**config.mk**
```make
export PLATFORM = sky130hd
export DESIGN_NAME = bra_ctrl
export DESIGN_NICKNAME = d
export VERILOG_FILES = /design/src/hdl/bitmap_run_allocator_defines.svh /design/src/hdl/bra_pkg.sv /design/src/hdl/bra_ctrl.sv
export SDC_FILE = /design/constraint.sdc
export NUM_CORES = 1
export LEC_CHECK = 0
export BUFFER_PORTS_ARGS = -buffer_cell sky130_fd_sc_hd__buf_2
export CORE_ASPECT_RATIO = 0.9
export CORE_MARGIN = 2
export CORE_UTILIZATION = 30
export DETAILED_ROUTE_END_ITERATION = 10
export GPL_TIMING_DRIVEN = 0
export SYNTH_ARGS = -nofsm -noshare
export SYNTH_HDL_FRONTEND = slang
export SYNTH_SLANG_ARGS = --single-unit
```
**constraint.sdc**
```tcl
create_clock -name clock -period 3.5 [get_ports clock]
set_clock_uncertainty 0.1 [all_clocks]
set_input_delay 0.7 -clock clock [delete_from_list [all_inputs] [get_ports clock]]
set_output_delay 0.7 -clock clock [all_outputs]
set_load 0.02 [all_outputs]
```
**src/hdl/bitmap_run_allocator_defines.svh**
```systemverilog
// Assertion macros for the bitmap run allocator.
`ifndef BITMAP_RUN_ALLOCATOR_DEFINES_SVH
`define BITMAP_RUN_ALLOCATOR_DEFINES_SVH
`ifndef SYNTHESIS
`define BRA_ASSERT_SAME(label, clk, rst, ante, cons, msg) \
   label: assert property (@(posedge clk) disable iff (rst) (ante) |-> (cons)) else $error(msg);
`define BRA_ASSERT_NEXT(label, clk, rst, ante, cons, msg) \
   label: assert property (@(posedge clk) disable iff (rst) (ante) |=> (cons)) else $error(msg);
`else
`define BRA_ASSERT_SAME(label, clk, rst, ante, cons, msg)
`define BRA_ASSERT_NEXT(label, clk, rst, ante, cons, msg)
`endif
`endif

```
**src/hdl/bra_pkg.sv**
```systemverilog
package bra_pkg;

   localparam int unsigned WORD_BITS   = 32;
   localparam int unsigned WORD_LOG    = 5;
   localparam int unsigned BLOCK_SHIFT = 12;
   localparam int unsigned BYTES_W     = 23;
   localparam int unsigned ADDR_W      = 32;
   localparam int unsigned COUNT_OUT_W = 11;
   localparam int unsigned NEED_W      = 12;
   localparam logic [31:0] BASE_RESET  = 32'hD800_0000;

   typedef enum logic [1:0] {
      ST_OK         = 2'd0,
      ST_NO_SPACE   = 2'd1,
      ST_ZERO_SIZE  = 2'd2,
      ST_BAD_ADDR   = 2'd3
   } status_code_type;

   typedef struct packed {
      logic            load;
      logic            scan;
      logic            fchk;
      logic            mark;
      logic            clear;
      logic            finish;
      status_code_type code;
   } dp_cmd_type;

   typedef struct packed {
      logic free_op;
      logic zero_size;
      logic no_space;
      logic bad_addr;
      logic found;
      logic last_word;
      logic start_ok;
      logic mark_last;
      logic clear_last;
   } dp_stat_type;

endpackage

```
**src/hdl/bra_ctrl.sv**
```systemverilog
module bra_ctrl (
   input  logic                clock,
   input  logic                reset,
   input  logic                start,
   output logic                busy,
   input  bra_pkg::dp_stat_type stat,
   output bra_pkg::dp_cmd_type  cmd
);

   typedef enum logic [6:0] {
      S_CLEAR  = 7'b0000001,
      S_IDLE   = 7'b0000010,
      S_DECIDE = 7'b0000100,
      S_SEVAL  = 7'b0001000,
      S_FCHK   = 7'b0010000,
      S_MREAD  = 7'b0100000,
      S_MWRITE = 7'b1000000
   } state_type;

   state_type state_ff, state_in;

   always_ff @(posedge clock) begin
      if (reset) begin
         state_ff <= S_CLEAR;
      end else begin
         state_ff <= state_in;
      end
   end

   always_comb begin
      state_in   = state_ff;
      cmd        = '0;
      cmd.code   = bra_pkg::ST_OK;
      busy       = 1'b1;
      case (state_ff)
         S_CLEAR: begin
            cmd.clear = 1'b1;
            if (stat.clear_last) begin
               state_in = S_IDLE;
            end
         end
         S_IDLE: begin
            busy = 1'b0;
            if (start) begin
               cmd.load = 1'b1;
               state_in = S_DECIDE;
            end
         end
         S_DECIDE: begin
            if (stat.free_op) begin
               if (stat.bad_addr) begin
                  cmd.finish = 1'b1;
                  cmd.code   = bra_pkg::ST_BAD_ADDR;
                  state_in   = S_IDLE;
               end else begin
                  state_in = S_FCHK;
               end
            end else if (stat.zero_size) begin
               cmd.finish = 1'b1;
               cmd.code   = bra_pkg::ST_ZERO_SIZE;
               state_in   = S_IDLE;
            end else if (stat.no_space) begin
               cmd.finish = 1'b1;
               cmd.code   = bra_pkg::ST_NO_SPACE;
               state_in   = S_IDLE;
            end else begin
               state_in = S_SEVAL;
            end
         end
         S_SEVAL: begin
            cmd.scan = 1'b1;
            if (stat.found) begin
               state_in = S_MREAD;
            end else if (stat.last_word) begin
               cmd.finish = 1'b1;
               cmd.code   = bra_pkg::ST_NO_SPACE;
               state_in   = S_IDLE;
            end
         end
         S_FCHK: begin
            if (!stat.start_ok) begin
               cmd.finish = 1'b1;
               cmd.code   = bra_pkg::ST_BAD_ADDR;
               state_in   = S_IDLE;
            end else begin
               cmd.fchk = 1'b1;
               state_in = S_MREAD;
            end
         end
         S_MREAD: begin
            state_in = S_MWRITE;
         end
         S_MWRITE: begin
            cmd.mark = 1'b1;
            if (stat.mark_last) begin
               cmd.finish = 1'b1;
               cmd.code   = bra_pkg::ST_OK;
               state_in   = S_IDLE;
            end else begin
               state_in = S_MREAD;
            end
         end
         default: begin
            state_in = S_CLEAR;
         end
      endcase
   end

endmodule

```
==> results.md <==
- Outcome: finished, final reports clean
- Flop pwr share: 0.274
- Vias in the first global route: 522
- Most used DFF post-synth: dfxtp_1
- Final ANT Viol Nets: 0
- CP endpoint kind: output pin
- Final Setup Violations: 0
- Max Transition Viols Final: 0
- Via count: 629
- Comb power frac: 0.529
- Lkg Pwr: 0.334 nW
- TritonCTS clock tree: built
- Setup CP Type: reg -> out
- Worst hold start: state_ff[5]
- Core Region: 1880 um2
- M1 WL: 700 um
- Top cells by area, synth: dfxtp_1 24%, nor2_1 7.0%, nor3b_1 6.4%
- Largest regs: state_ff (7)
- Drt pass-1 iters: 6
- GPL Wtd Cong: 0.839
- Final core utilization: 0.397
- Die width: 50.7 um
- Crit share post-route: 0.786
- Non-filler cells, final: 121
- First-pass GRT wire length: 2.38 mm
- Max FFs per register: 7
- Syn avg cell area: 8.17 um2
- Switching share of power: 0.380
- Final Critical Period: 2.75 ns
- Worst slew margin: 0.646
- Residual DRC count: 0
- Hold path cells: 2
- Launch point of the worst reg-to-reg path: state_ff[1]
- Post-Synthesis Cells: 72
- CTS Sinks: 7
- RSZ-0062 raised after global routing: false
- Drt total wl: 1.49 mm
- Hold_buf cts: 0
- Antenna cells: 0
- Arrival time worst endpoint: 1.95 ns
- R2r setup slk: 1.68 ns
- Main combinational cell family by area after synthesis: simple AND/OR/NAND/NOR gates
- Post-Syn Area: 588 um2
- Net Count, Synth: 84
- Met2 WL: 691 um
- Crit path required time: 2.70 ns
- Top-count cell post-synth: nor2_1
- Die H: 46 um
- Most common library cells after synthesis: 11 x nor2_1, 7 x dfxtp_1, 5 x nor3b_1, 4 x nand2_1
- Root Buffer: clkbuf_4
- DRT iter0 DRCs: 4
- Total grt overflow: 0
- Synth async-reset ratio: 0
- Share of cells above drive strength 1: 0.365
- Row count: 15
- Worst skew pair latency: 0.25 ns
- Post-synthesis adder-cell area fraction: 0
- Clk buf depth: 2
- Number of port buffers: 20
- Peak VDD IR: 0.252 mV
- Die ar.: 2330 um2
- PD cells: 489 nW/um2
- Post-synth EDFFs: 0
- Post-CTS Resized: 0
- Clock transition at path regs: 0.05 ns
- Slack of the critical path: 0.749 ns
- Post-synthesis sequential area ratio: 0.238
- Synth Area in Compound Gates: 0.181
- Area Overhead vs Synth: 26.8%
- Num CTS Buffers: 3
- FF-to-FF path depth: 5
- Top cell type's share of synthesized area: 0.238
- FF+latch count, synth: 7
- DR WL/cell: 12.3 um
- Ports: 21
- Final count of hold timing violations: 0
- Vias per inst: 5.20
- Top sig layer: met4
- Met3 wire length: 82 um
- Critical path launch point type: flop
- Post-synthesis mux area share: 0.0170
- GR Util All Layers: 0.136
- Post-CTS Setup Repair Bufs: 0
- Power Total: 365 uW
- Top cell type by total area after synthesis: dfxtp_1
- Dpl cells: 117
- Least-Margin Pin Slew: 0.527 ns
- Pre-CTS setup slack: 0.998 ns
- Most flops, register: state_ff
- Fmax: 364 MHz
- Antenna violations before repair: 0
- Max_cap viols: 0
- Initial core utilization: 0.313
- Clk pwr share: 0.197
- Power Internal: 226 uW
- Final nets: 109
- P_sw: 138 uW
- Critical R2R Capture: state_ff[1]
- Xor and xnor area share after synthesis: 0.0149
- Critical path fanouts, max: 10
- Hold Crit Class: reg -> reg
- Largest net degree at the start of global routing: 11
- Synth Area in Simple Gates: 0.489
- Synth Warn #: 0
- H-tree levels: 1
- Worst Hold Endpoint: state_ff[6]
- Detailed placement HPWL: 1.15 mm
- Synth unique cells: 38
- Final TNS setup: 0 ns
==> cells in the final DEF, fill, tap and decap left out, types with 2 or more instances in the layout <==
cell      synthesis  final
o21ai_0           2      2
nor4_2            2      2
nand3_1           2      2
dfxtp_1           7      7
nand2_1           4      4
and3_1            2      2
clkbuf_4          0      3
nor3b_1           5      5
or3_1             2      2
nor3_1            3      3
buf_2             1     21
or4b_4            2      2
o211ai_1          2      2
nor2_1           11     11
inv_1             3      3
==> power groups by stage <==
stage	logic, mW	clock network (mW)	registers, mW
5_1_grt	0.214	0.0799	0.101
3_5_place_dp	0.192	0	0.101
3_3_place_gp	0.190	0	0.101
4_1_cts	0.193	0.0748	0.0997
6_report	0.193	0.0717	0.100
2_1_floorplan	0.146	0	0.0990
==> kinds of logic after synthesis <==
| group | count (synthesis) |
|---|---|
| AND/OR/NAND/NOR | 43 |
| AO/OA/AOI/OAI | 14 |
| flip-flops | 7 |
| buffers and inverters | 6 |
| XOR/XNOR | 1 |
| multiplexers | 1 |
==> worst max path at each step <==
stage	end	slack [ns]	startpoint	depth (start not counted)
4_1_cts	cmd[0]	0.73	state_ff[1]	6
5_1_grt	cmd[0]	0.62	state_ff[1]	6
3_5_place_dp	cmd[0]	1.0	state_ff[1]	6
6_report	cmd[0]	0.75	state_ff[1]	6
3_3_place_gp	cmd[0]	1.02	state_ff[1]	6
2_1_floorplan	cmd[0]	1.10	state_ff[1]	5
==> routing by layer <==
| metal | global-route usage | up-vias |
|---|---|---|
| li1 | - | 318 |
| met1 | 0.179 | 287 |
| met2 | 0.218 | 22 |
| met3 | 0.0428 | 2 |
| met4 | 0.0324 | 0 |
| met5 | 0 | - |
==> metrics by stage <==
| step | instance area [um2] | hold WS, ns |
|---|---|---|
| 6_report | 746 | 0.458 |
| 5_1_grt | 746 | 0.495 |
| 4_1_cts | 746 | 0.442 |
| 3_5_place_dp | 719 | 0.425 |
| 3_3_place_gp | 719 | 0.414 |
| 2_1_floorplan | 588 | 0.372 |
==> area by class of cell <==
class	count	area, um2
fill	199	1130
multi-input combinational	59	413
sequential	7	140
timing repair buffer	20	100
tap	25	31.3
clock buffer	4	26.3
buffer	3	23.8
inverter	3	11.3
==> worst max-delay path, cell delays in order (launching register included) <==
cell,delay [ns]
dfxtp_1,0.30
buf_6,0.13
or4b_4,0.56
nor3_1,0.31
a22oi_1,0.14
o21ai_0,0.08
buf_2,0.18
(Power assumes the default switching activity.)
